`config.mk`:
```
export PLATFORM = sky130hd
export DESIGN_NAME = can_pdu_mode_and_rx_filter_core
export DESIGN_NICKNAME = d
export VERILOG_FILES = /design/src/rtl/cpf_pkg.sv /design/src/rtl/cpf_ram.sv /design/src/rtl/can_pdu_mode_and_rx_filter_core.sv
export SDC_FILE = /design/constraint.sdc
export NUM_CORES = 1
export LEC_CHECK = 0
export BUFFER_PORTS_ARGS = -buffer_cell sky130_fd_sc_hd__buf_2
export CAP_MARGIN = 0
export CORE_UTILIZATION = 35
export DETAILED_ROUTE_END_ITERATION = 16
export GPL_TIMING_DRIVEN = 0
export PLACE_DENSITY = 0.61
export SYNTH_ARGS = -nofsm -noshare
export SYNTH_HDL_FRONTEND = slang
export SYNTH_SLANG_ARGS = --single-unit
```
`constraint.sdc`:
```
create_clock -name clk -period 7 [get_ports clk]
set_input_delay 1.05 -clock clk [delete_from_list [all_inputs] [get_ports clk]]
set_output_delay 1.05 -clock clk [all_outputs]
set_load 0.005 [all_outputs]
```
`src/rtl/cpf_pkg.sv`:
```
// ----------------------------------------------------------------------------
// cpf_pkg
// Codes, entry layout and mode transition function for the CAN PDU mode
// and receive filter core.
// ----------------------------------------------------------------------------
package cpf_pkg;

	localparam int ID_W = 29;

	// func codes
	localparam logic [1:0] F_MODE  = 2'd0;
	localparam logic [1:0] F_FRAME = 2'd1;
	localparam logic [1:0] F_LOAD  = 2'd2;

	// PDU modes
	localparam logic [2:0] M_OFF       = 3'd0;
	localparam logic [2:0] M_RX        = 3'd1;
	localparam logic [2:0] M_TX        = 3'd2;
	localparam logic [2:0] M_ONLINE    = 3'd3;
	localparam logic [2:0] M_OFFACT    = 3'd4;
	localparam logic [2:0] M_OFFACT_RX = 3'd5;

	// mode requests
	localparam logic [2:0] R_OFFLINE    = 3'd0;
	localparam logic [2:0] R_RX_OFF     = 3'd1;
	localparam logic [2:0] R_RX_ON      = 3'd2;
	localparam logic [2:0] R_TX_OFF     = 3'd3;
	localparam logic [2:0] R_TX_ON      = 3'd4;
	localparam logic [2:0] R_ONLINE     = 3'd5;
	localparam logic [2:0] R_TX_OFF_ACT = 3'd6;

	// result status
	localparam logic [2:0] ST_OK       = 3'd0;
	localparam logic [2:0] ST_BAD_CHAN = 3'd1;
	localparam logic [2:0] ST_DROP     = 3'd2;
	localparam logic [2:0] ST_NO_MATCH = 3'd3;
	localparam logic [2:0] ST_LEN      = 3'd4;

	typedef struct packed {
		logic [3:0]      chan;
		logic [ID_W-1:0] low;
		logic [ID_W-1:0] high;
		logic [3:0]      len;
	} filt_entry_t;

	// bit 0 of the mode is the rx flag, bits 2:1 pick off/tx/off-active (online is tx with rx)
	function automatic logic [2:0] next_mode(input logic [2:0] req, input logic [2:0] old);
		logic [2:0] m;
		m = (old > M_OFFACT_RX) ? M_OFF : old;
		case (req)
			R_OFFLINE:    next_mode = M_OFF;
			R_RX_OFF:     next_mode = m & 3'b110;
			R_RX_ON:      next_mode = m | 3'b001;
			R_TX_OFF:     next_mode = {2'b00, m[0]};
			R_TX_ON:      next_mode = {2'b01, m[0]};
			R_ONLINE:     next_mode = M_ONLINE;
			R_TX_OFF_ACT: next_mode = {2'b10, m[0]};
			default:      next_mode = m;
		endcase
	endfunction

endpackage

```
`src/rtl/cpf_ram.sv`:
```
// ----------------------------------------------------------------------------
// cpf_ram
// Simple dual-port RAM, one write port, one read port, registered read.
// ----------------------------------------------------------------------------
module cpf_ram #(
	parameter int W = 8,
	parameter int D = 16
) (
	input  logic                              clk,
	input  logic                              we,
	input  logic [((D > 1) ? $clog2(D) : 1)-1:0] waddr,
	input  logic [W-1:0]                      wdata,
	input  logic                              re,
	input  logic [((D > 1) ? $clog2(D) : 1)-1:0] raddr,
	output logic [W-1:0]                      rdata
);

	logic [W-1:0] mem [D];

	always_ff @(posedge clk) begin
		if (we) begin
			mem[waddr] <= wdata;
		end
		if (re) begin
			rdata <= mem[raddr];
		end
	end

endmodule

```
`src/rtl/can_pdu_mode_and_rx_filter_core.sv`:
```
// ----------------------------------------------------------------------------
// can_pdu_mode_and_rx_filter_core
// Per-channel PDU mode keeper and first-match receive filter walk.
//
//   channel  | handshake        | payload
//   ---------+------------------+---------------------------------------------
//   command  | start / busy     | func channel mode_request can_id dlc
//            |                  | entry_index entry_low entry_high
//   result   | done (1 cycle)   | status pdu_mode delivered hit_index
//            |                  | frame_id frame_len
//   config   | cfg_we           | cfg_data (entry_count)
//
// One command at a time. Mode requests, loads and frames that stop at the
// mode check pass S_RD and S_MODE and then give a registered done; a filter
// walk reads one entry per cycle from the filter RAM up to the first hit or
// the last entry. Reset clears every channel to offline (per-channel valid
// bits, no clearing pass). The result receiver cannot stall; busy is high
// until the result beat.
// ----------------------------------------------------------------------------
module can_pdu_mode_and_rx_filter_core
	import cpf_pkg::*;
#(
	parameter int CHANNELS = 4,
	parameter int ENTRIES  = 16
) (
	input  logic            clk,
	input  logic            arst_n,
	input  logic            start,
	output logic            busy,
	input  logic [1:0]      func,
	input  logic [3:0]      channel,
	input  logic [2:0]      mode_request,
	input  logic [ID_W-1:0] can_id,
	input  logic [3:0]      dlc,
	input  logic [3:0]      entry_index,
	input  logic [ID_W-1:0] entry_low,
	input  logic [ID_W-1:0] entry_high,
	input  logic            cfg_we,
	input  logic [4:0]      cfg_data,
	output logic            done,
	output logic [2:0]      status,
	output logic [2:0]      pdu_mode,
	output logic            delivered,
	output logic [3:0]      hit_index,
	output logic [ID_W-1:0] frame_id,
	output logic [3:0]      frame_len
);

	localparam int CW = (CHANNELS > 1) ? $clog2(CHANNELS) : 1;
	localparam int IW = (ENTRIES > 1) ? $clog2(ENTRIES) : 1;
	localparam int PW = $clog2(ENTRIES + 1);
	localparam logic [PW-1:0] N_MAX = PW'(ENTRIES);

	localparam logic [1:0] S_IDLE = 2'd0;
	localparam logic [1:0] S_RD   = 2'd1;
	localparam logic [1:0] S_MODE = 2'd2;
	localparam logic [1:0] S_WALK = 2'd3;

	logic [1:0]          state_q;
	logic [CHANNELS-1:0] valid_q;
	logic [4:0]          ec_q;

	logic [1:0]      func_q;
	logic [3:0]      chan_q;
	logic [2:0]      req_q;
	logic [ID_W-1:0] cid_q;
	logic [3:0]      dlc_q;
	logic [3:0]      eidx_q;
	logic [ID_W-1:0] elo_q;
	logic [ID_W-1:0] ehi_q;

	logic [PW-1:0] n_q;
	logic [PW-1:0] ptr_q;
	logic [PW-1:0] idx_s1;
	logic          pend_s1;
	logic [2:0]    mode_q;

	logic            done_q;
	logic [2:0]      status_q;
	logic [2:0]      pdu_mode_q;
	logic            delivered_q;
	logic [3:0]      hit_index_q;
	logic [ID_W-1:0] frame_id_q;
	logic [3:0]      frame_len_q;

	logic        accept;
	logic        chan_ok;
	logic        eidx_ok;
	logic        m_we;
	logic        m_re;
	logic [2:0]  m_rdata;
	logic [2:0]  old_mode;
	logic [2:0]  new_mode;
	logic        rx_on;
	logic [PW-1:0] n_lim;

	logic        f_we;
	logic        f_re;
	filt_entry_t f_wdata;
	filt_entry_t f_rdata;
	logic        hit;
	logic        last;

	logic            fin;
	logic            start_walk;
	logic [2:0]      r_status;
	logic [2:0]      r_mode;
	logic            r_deliv;
	logic [3:0]      r_hit;
	logic [ID_W-1:0] r_fid;
	logic [3:0]      r_flen;

	assign accept  = start && (state_q == S_IDLE);
	assign busy    = (state_q != S_IDLE);
	assign chan_ok = ({1'b0, chan_q} < 5'(CHANNELS));
	assign eidx_ok = ({1'b0, eidx_q} < 5'(ENTRIES));

	// mode memory: read in S_RD, data and write-back in S_MODE
	assign m_re     = (state_q == S_RD);
	assign m_we     = (state_q == S_MODE) && (func_q == F_MODE) && chan_ok;
	assign old_mode = (valid_q[chan_q[CW-1:0]] && (m_rdata <= M_OFFACT_RX)) ? m_rdata : M_OFF;
	assign new_mode = next_mode(req_q, old_mode);
	assign rx_on    = (old_mode == M_RX) || (old_mode == M_ONLINE) || (old_mode == M_OFFACT_RX);
	assign n_lim    = (ec_q > 5'(ENTRIES)) ? N_MAX : ec_q[PW-1:0];

	cpf_ram #(
		.W(3),
		.D(CHANNELS)
	) u_mode_ram (
		.clk  (clk),
		.we   (m_we),
		.waddr(chan_q[CW-1:0]),
		.wdata(new_mode),
		.re   (m_re),
		.raddr(chan_q[CW-1:0]),
		.rdata(m_rdata)
	);

	// filter memory
	assign f_we    = (state_q == S_MODE) && (func_q == F_LOAD) && eidx_ok;
	assign f_wdata = '{chan: chan_q, low: elo_q, high: ehi_q, len: dlc_q};
	assign f_re    = (state_q == S_WALK) && (ptr_q < n_q);

	cpf_ram #(
		.W($bits(filt_entry_t)),
		.D(ENTRIES)
	) u_filt_ram (
		.clk  (clk),
		.we   (f_we),
		.waddr(eidx_q[IW-1:0]),
		.wdata(f_wdata),
		.re   (f_re),
		.raddr(ptr_q[IW-1:0]),
		.rdata(f_rdata)
	);

	assign hit  = pend_s1 && (f_rdata.chan == chan_q) && (f_rdata.low <= cid_q) &&
		(f_rdata.high >= cid_q);
	assign last = ((idx_s1 + PW'(1)) == n_q);

	always_comb begin
		fin        = 1'b0;
		start_walk = 1'b0;
		r_status   = ST_OK;
		r_mode     = M_OFF;
		r_deliv    = 1'b0;
		r_hit      = 4'd0;
		r_fid      = '0;
		r_flen     = 4'd0;
		if (state_q == S_MODE) begin
			case (func_q)
				F_MODE: begin
					fin = 1'b1;
					if (!chan_ok) begin
						r_status = ST_BAD_CHAN;
					end else begin
						r_mode = new_mode;
					end
				end
				F_FRAME: begin
					if (!chan_ok) begin
						fin      = 1'b1;
						r_status = ST_BAD_CHAN;
					end else if (!rx_on) begin
						fin      = 1'b1;
						r_status = ST_DROP;
						r_mode   = old_mode;
					end else if (n_lim == '0) begin
						fin      = 1'b1;
						r_status = ST_NO_MATCH;
						r_mode   = old_mode;
					end else begin
						start_walk = 1'b1;
					end
				end
				F_LOAD: begin
					fin    = 1'b1;
					r_mode = chan_ok ? old_mode : M_OFF;
				end
				default: begin
					fin = 1'b1;
				end
			endcase
		end else if ((state_q == S_WALK) && pend_s1) begin
			r_mode = mode_q;
			if (hit) begin
				fin   = 1'b1;
				r_hit = 4'(idx_s1);
				if (f_rdata.len != dlc_q) begin
					r_status = ST_LEN;
				end else begin
					r_deliv = 1'b1;
					r_fid   = cid_q;
					r_flen  = dlc_q;
				end
			end else if (last) begin
				fin      = 1'b1;
				r_status = ST_NO_MATCH;
			end
		end
	end

	always_ff @(posedge clk or negedge arst_n) begin
		if (!arst_n) begin
			state_q <= S_IDLE;
			valid_q <= '0;
			ec_q    <= 5'd0;
			pend_s1 <= 1'b0;
			ptr_q   <= '0;
			done_q  <= 1'b0;
		end else begin
			done_q <= fin;
			if (cfg_we) begin
				ec_q <= cfg_data;
			end
			if (m_we) begin
				valid_q[chan_q[CW-1:0]] <= 1'b1;
			end
			case (state_q)
				S_IDLE: begin
					if (accept) begin
						state_q <= S_RD;
					end
				end
				S_RD: begin
					state_q <= S_MODE;
				end
				S_MODE: begin
					ptr_q   <= '0;
					pend_s1 <= 1'b0;
					state_q <= start_walk ? S_WALK : S_IDLE;
				end
				S_WALK: begin
					if (f_re) begin
						ptr_q <= ptr_q + PW'(1);
					end
					pend_s1 <= f_re && !fin;
					if (fin) begin
						state_q <= S_IDLE;
					end
				end
				default: begin
					state_q <= S_IDLE;
				end
			endcase
		end
	end

	// payload registers
	always_ff @(posedge clk) begin
		if (accept) begin
			func_q <= func;
			chan_q <= channel;
			req_q  <= mode_request;
			cid_q  <= can_id;
			dlc_q  <= dlc;
			eidx_q <= entry_index;
			elo_q  <= entry_low;
			ehi_q  <= entry_high;
		end
		if (state_q == S_MODE) begin
			n_q    <= n_lim;
			mode_q <= old_mode;
		end
		idx_s1 <= ptr_q;
		if (fin) begin
			status_q    <= r_status;
			pdu_mode_q  <= r_mode;
			delivered_q <= r_deliv;
			hit_index_q <= r_hit;
			frame_id_q  <= r_fid;
			frame_len_q <= r_flen;
		end
	end

	assign done      = done_q;
	assign status    = status_q;
	assign pdu_mode  = pdu_mode_q;
	assign delivered = delivered_q;
	assign hit_index = hit_index_q;
	assign frame_id  = frame_id_q;
	assign frame_len = frame_len_q;

`ifndef SYNTH
	a_done_after_busy: assert property (@(posedge clk) disable iff (!arst_n)
		done |-> $past(busy))
		else $error("result beat without a command in flight");

	a_accept_busy: assert property (@(posedge clk) disable iff (!arst_n)
		(start && !busy) |=> busy)
		else $error("accepted command did not raise busy");

	a_deliv_ok: assert property (@(posedge clk) disable iff (!arst_n)
		(done && delivered) |-> (status == ST_OK))
		else $error("delivered frame with non-ok status");

	a_drop_mode: assert property (@(posedge clk) disable iff (!arst_n)
		(done && (status == ST_DROP)) |->
		((pdu_mode == M_OFF) || (pdu_mode == M_TX) || (pdu_mode == M_OFFACT)))
		else $error("frame dropped while channel was receive-online");
`endif

endmodule
```
---- After elaboration in Yosys (flattened, before gate mapping) ----
Memories as Yosys holds them, arrays and structs flattened. A register that Yosys moved wholly into a read port is not among the register bits.
Cells that the tools add are included.
storage, ports and cells
  RAM bits ................................ 1068
  word-level logic and storage cells ...... 135
  memories ................................ 2
  flip-flop bits (word level) ............. 179
memories
  name            words  width  read ports  clocked after Yosys merged registers in  write ports  line           source
  u_filt_ram.mem  16     66     1           1                                        1            cpf_ram.sv:18  logic [W-1:0] mem [D];
  u_mode_ram.mem  4      3      1           1                                        1            cpf_ram.sv:18
cells by class
  bitwise logic cells ..................... 3
  reductions and logical operators ........ 25
  eq/ne operators ......................... 20
  magnitude comparators ................... 9
  mux-type cells .......................... 51
  add/sub/neg operators ................... 2
operator list
  cell                                                              count
  3-bit two-way mux                                                 13
  29-bit >= comparator                                              1
  29-bit <= comparator                                              1
  1-bit two-way mux                                                 21
  3-bit case mux with 7 select lines                                1
  2-bit two-way mux                                                 7
  3-bit == test (second input constant)                             4
  1-bit logical AND                                                 12
  5-bit by 1-bit adder with 5-bit output (second input constant)    2
  5-bit two-way mux                                                 2
  5-bit case mux with 2 select lines                                1
  3-bit by 2-bit == test with 1-bit output (second input constant)  3
  3-bit case mux with 3 select lines                                1
  2-bit case mux with 4 select lines                                1
  2-bit == test (second input constant)                             3
  3-bit by 1-bit == test with 1-bit output (second input constant)  2
  2-bit inequality test (second input constant)                     3
  5-bit == test                                                     1
  5-bit greater-than comparator (second input constant)             1
  5-bit logical NOT                                                 1
  5-bit < comparator                                                1
  2-bit by 1-bit == test with 1-bit output (second input constant)  2
  4-bit == test                                                     1
  2-bit logical NOT                                                 2
  other kinds (19)                                                  23

---- Longest topological paths before layout ----
  depth after elaboration ................. 14
  gate-level depth with buffers ........... 10

---- Hierarchy ----
A second synthesis with hierarchy kept.
second synthesis, totals
  cells, all modules ...................... 2262
  area, all modules ....................... 49925.4 sq um
by module, submodules not included
  module                           area an instance (sq um)  cells each  times used
  cpf_ram at u_filt_ram            41461.0                   1698        1
  can_pdu_mode_and_rx_filter_core  7903.8                    542         1
  cpf_ram at u_mode_ram            560.5                     22          1

---- Worst setup path after synthesis ----
No wires, ideal clock.
  kind .................................... reg2reg
  from .................................... register state_q[0]
  to ...................................... memory u_filt_ram.mem[0][0] in the netlist's numbering, enable pin
  arrival time ............................ 5.641 ns
  path slack .............................. 0.788 ns
  stages on the path, launching flop included .. 4
  required time ........................... 6.429 ns
  buffers on the path ..................... 0
  path through ............................ dfrtp_1 nand2b_1 or4_1 nor3_1
on the way
  word-level cells in the longest chain between the ends .. 4
ends and longest elaborated chain
  what                                     line                                    source
  start: declaration                       can_pdu_mode_and_rx_filter_core.sv:59   logic [1:0] state_q;
  start signal: assignment                 can_pdu_mode_and_rx_filter_core.sv:251  state_q <= start_walk ? S_WALK : S_IDLE;
  2-bit == test                            can_pdu_mode_and_rx_filter_core.sv:140  assign f_we = (state_q == S_MODE) && (func_q == F_LOAD) && eidx_ok;
  1-bit logical AND                        can_pdu_mode_and_rx_filter_core.sv:140
  1-bit two-way mux                        cpf_ram.sv:21                           if (we) begin
  1-bit two-way mux (not written as such)  cpf_ram.sv:22                           mem[waddr] <= wdata;
  end: declaration                         cpf_ram.sv:18
No other way between the ends.

---- Worst setup path in the final report ----
  from .................................... register cid_q[10]
  to ...................................... register frame_len_q[3] (netlist: frame_len[3]), enable pin
on the way
  word-level cells in the longest chain between the ends .. 6
  elaborated cells between the ends (all ways) .. 7
ends and longest elaborated chain
  what                      line                                    source
  start: declaration        can_pdu_mode_and_rx_filter_core.sv:66   logic [ID_W-1:0] cid_q;
  start signal: assignment  can_pdu_mode_and_rx_filter_core.sv:275  cid_q <= can_id;
  29-bit <= comparator      can_pdu_mode_and_rx_filter_core.sv:157  assign hit = pend_s1 && (f_rdata.chan == chan_q) && (f_rdata.low <= cid_q) &&
  1-bit logical AND         can_pdu_mode_and_rx_filter_core.sv:157
  1-bit logical AND *       can_pdu_mode_and_rx_filter_core.sv:157
  1-bit two-way mux *       can_pdu_mode_and_rx_filter_core.sv:206  if (hit) begin
  1-bit two-way mux *       can_pdu_mode_and_rx_filter_core.sv:204  end else if ((state_q == S_WALK) && pend_s1) begin
  1-bit two-way mux *       can_pdu_mode_and_rx_filter_core.sv:170  if (state_q == S_MODE) begin
  named net fin             can_pdu_mode_and_rx_filter_core.sv:104  logic fin;
  end signal: assignment    can_pdu_mode_and_rx_filter_core.sv:292  frame_len_q <= r_flen;
  end: declaration          can_pdu_mode_and_rx_filter_core.sv:84   logic [3:0] frame_len_q;
The timed path passes the listed nets; every way through them passes the cells marked *.
A chain may end at the register's enable or synchronous reset.

==> reports/results.tsv <==
stage	metric	value	unit
yosys	Syn Std Cell Area	49900	sq um
setup_path	r2r setup slk	2.62	ns
placed_design	port bufs	158	
yosys	EDFF count, synth	1293	
power_and_ir_drop	leakage power	18.7	nW
clock_network	CTS tree	done	
global_route	Most Crowded Layer GR	met2	
route	routed vias/inst	5.28	
power_and_ir_drop	VDD IR-drop max	0.252	mV
power_and_ir_drop	PD cells	351	nW/um^2
sta	min cycle time layout	4.38	ns
global_route	vias in the first global route	24200	
floorplanning	num rows	138	
setup_path	worst-path cell chain	inv_1 -> ha_1 -> nand4_1 -> a21oi_1 -> a2111oi_0 -> nor3b_1 -> nor4b_4 -> or2_2	
yosys	Primary FF master, synth	edfxtp_1	
sta	fmax	228	MHz
yosys	ranking of synthesized cells by area	edfxtp_1 78%, mux4_2 15%, ha_1 1.6%	
yosys	Yosys top cell area share	77.8	%
clock_network	Reg clk slew, reported paths	0.06	ns
sta	crit share post-route	62.6	%
sta	RSZ-0062 raised after global routing	false	
route	Routed WL	123000	um
yosys	Synth Area per Inst	23.5	sq um
flow_run	Max-cap violations	0	
placed_design	GPL Wtd Cong	0.863	
sta	Final Worst Setup Slack	2.62	ns
min_path	Hold Path Class	primary input to async pin	
finish	# nets final	2669	
power_and_ir_drop	Final Power	20.6	mW
setup_path	Worst Path Required	7.36	ns
setup_path	CP Launch Type	flop	
setup_path	kind of critical path	flop to flop	
sta	Slew Limit Fails	0	
sta	clk_skew	0.0297	ns
global_route	All-Layer GR Usage	17.0	%
floorplanning	Ports	159	
setup_path	CP Capture Type	flop	
setup_path	reg2reg path depth	8	
route	DRT antenna net count	0	
floorplanning	initial core utilization	35.3	%
clock_network	worst skew pair latency	0.76	ns
yosys	cell taking the most area after synthesis	edfxtp_1	
global_route	initial antenna violation count	4	
finish	Non-Filler Instances	4482	
clock_network	Post-CTS Hold Buffers	0	
setup_path	RR Endpoint	frame_len[3]	
sta	Worst-Margin Slew	1.15	ns
global_route	met3 usage	5.30	%
global_route	M1 GR Usage	23.5	%
floorplanning	Die H	380	um
placed_design	post-DP HPWL	80700	um
placed_design	DP Area	54400	sq um
clock_network	Sink Count	1316	
clock_network	Clock Path Buffers	3	
finish	fin area	58600	sq um
floorplanning	Core ar.	142000	sq um
sta	Final Setup Violations	0	
route	drt drc	0	
finish	commonest non-fill, non-tap cells in the layout	1,293 x edfxtp_1, 334 x mux4_2, 184 x buf_2, 136 x clkbuf_16, 82 x clkbuf_1	
global_route	largest net degree at the start of global routing	73	
setup_path	Crit Path Max Fanout	45	
global_route	total gr overflow	0	
yosys	post-synthesis sequential area ratio	78.9	%
global_route	first-pass GRT wire length	173000	um
clock_network	CTS root buf	clkbuf_16	
yosys	Post-Syn Instances	2124	
route	Wirelength per Cell	27.5	um
clock_network	Post-CTS Setup Inserts	0	
floorplanning	Die ar.	144000	sq um
setup_path	CP max stage delay	0.90	ns
placed_design	Setup WS pre-CTS	2.80	ns
setup_path	CP max stage cell	or2_2	
sta	Slew headroom	23.7	%
yosys	synth warn	0	
placed_design	placed instance count	4246	
global_route	met2 usage in global routing	25.7	%
clock_network	CTS Buf Count	134	
setup_path	WP buf/inv	1	
finish	layout cells sized above 1	31.7	%
setup_path	RR Startpoint	cid_q[10]	
yosys	ys async rst share	1.37	%
clock_network	# H-tree levels	4	
finish	area grow syn2layout	17.4	%
sta	Final Hold Fails	0	
route	DRT iter0 DRCs	2380	
yosys	Yosys reg bits	1316	
sta	worst hold slack	0.266	ns
yosys	Mapped Nets	2301	
route	via count	23700	
route	first drt pass iteration count	7	
clock_network	cts repair resizes	0	
finish	final core occ	41.4	%
outcome	status	completed	
sta	Setup Total Neg Slack	0	ns
floorplanning	Die X	380	um
setup_path	CP Data Arrival Time	4.74	ns
setup_path	CP delay by family, top	simple AND/OR/NAND/NOR gates	
finish	commonest non-fill, non-tap cell in the layout	edfxtp_1	
yosys	number of library cell types mapped by synthesis	55	
worst max-delay path by stage:
stage	start	to	slack, ns	cells after the start
after floorplan	state_q[0]	u_filt_ram.mem[0][0]	0.79	3
after global placement	state_q[0]	u_filt_ram.mem[0][28]	-5.80	3
after detailed placement	cid_q[11]	frame_len[1]	2.80	8
after CTS	cid_q[11]	frame_id[20]	2.77	8
after global routing	cid_q[11]	hit_index[1]	2.36	8
final	cid_q[10]	frame_len[3]	2.62	8
synthesized netlist by cell type, types with 9 or more instances:
master and n:
inv_1 42, buf_2 26, nand4_1 14, and3_1 36, xor2_1 10, ha_1 64
mux4_2 334, nand3_1 17, nand2_1 29, clkbuf_1 53, edfxtp_1 1293, dfrtp_1 18
nor2_1 28, o21ai_0 13, nor3_1 11, nor2b_1 9, a21oi_1 25
metal layers:
metal	share of wire, %	routed length, um
met5	0.10	126
met4	2.2	2710
met1	42	51400
met2	46	56400
met3	10	12500
state kept, by name, summed over array words and instances (netlist names), 5 cells and up:
name / flops
ptr_q: 5
ec_q: 5
frame_id: 29
idx_s1: 5
u_filt_ram.mem: 1056
cid_q: 29
elo_q: 29
u_mode_ram.mem: 12
ehi_q: 29
u_filt_ram.rdata: 66
n_q: 5
power breakdown:
group	leakage, nW	switching (mW)	internal (mW)
Combinational	4.64	2.03	1.60
Clock	2.07	2.95	4.02
Sequential	12.0	0.496	9.48
Total	18.7	5.47	15.1
cell families after synthesis:
logic type	after synthesis	synth area share, %
DFF	1316	78.9
muxes	342	15.2
and+or+nand+nor	187	2.07
buffers and inverters	131	1.08
AOI/OAI and AO/OA	69	0.875
adders and majority gates	65	1.62
xor gates and xnor gates	14	0.246
final cells by class:
cell class	instances	area, sq um
clock buffers	165	3510
diodes	5	12.5
inverters	42	165
multi-input cells	677	10100
flip-flops and latches	1316	39400
well taps	1890	2360
plain buffers	89	379
repair buffers	232	1980
fillers	12200	82900
clock inverters	66	712
Power figures use the tool's default switching activity.
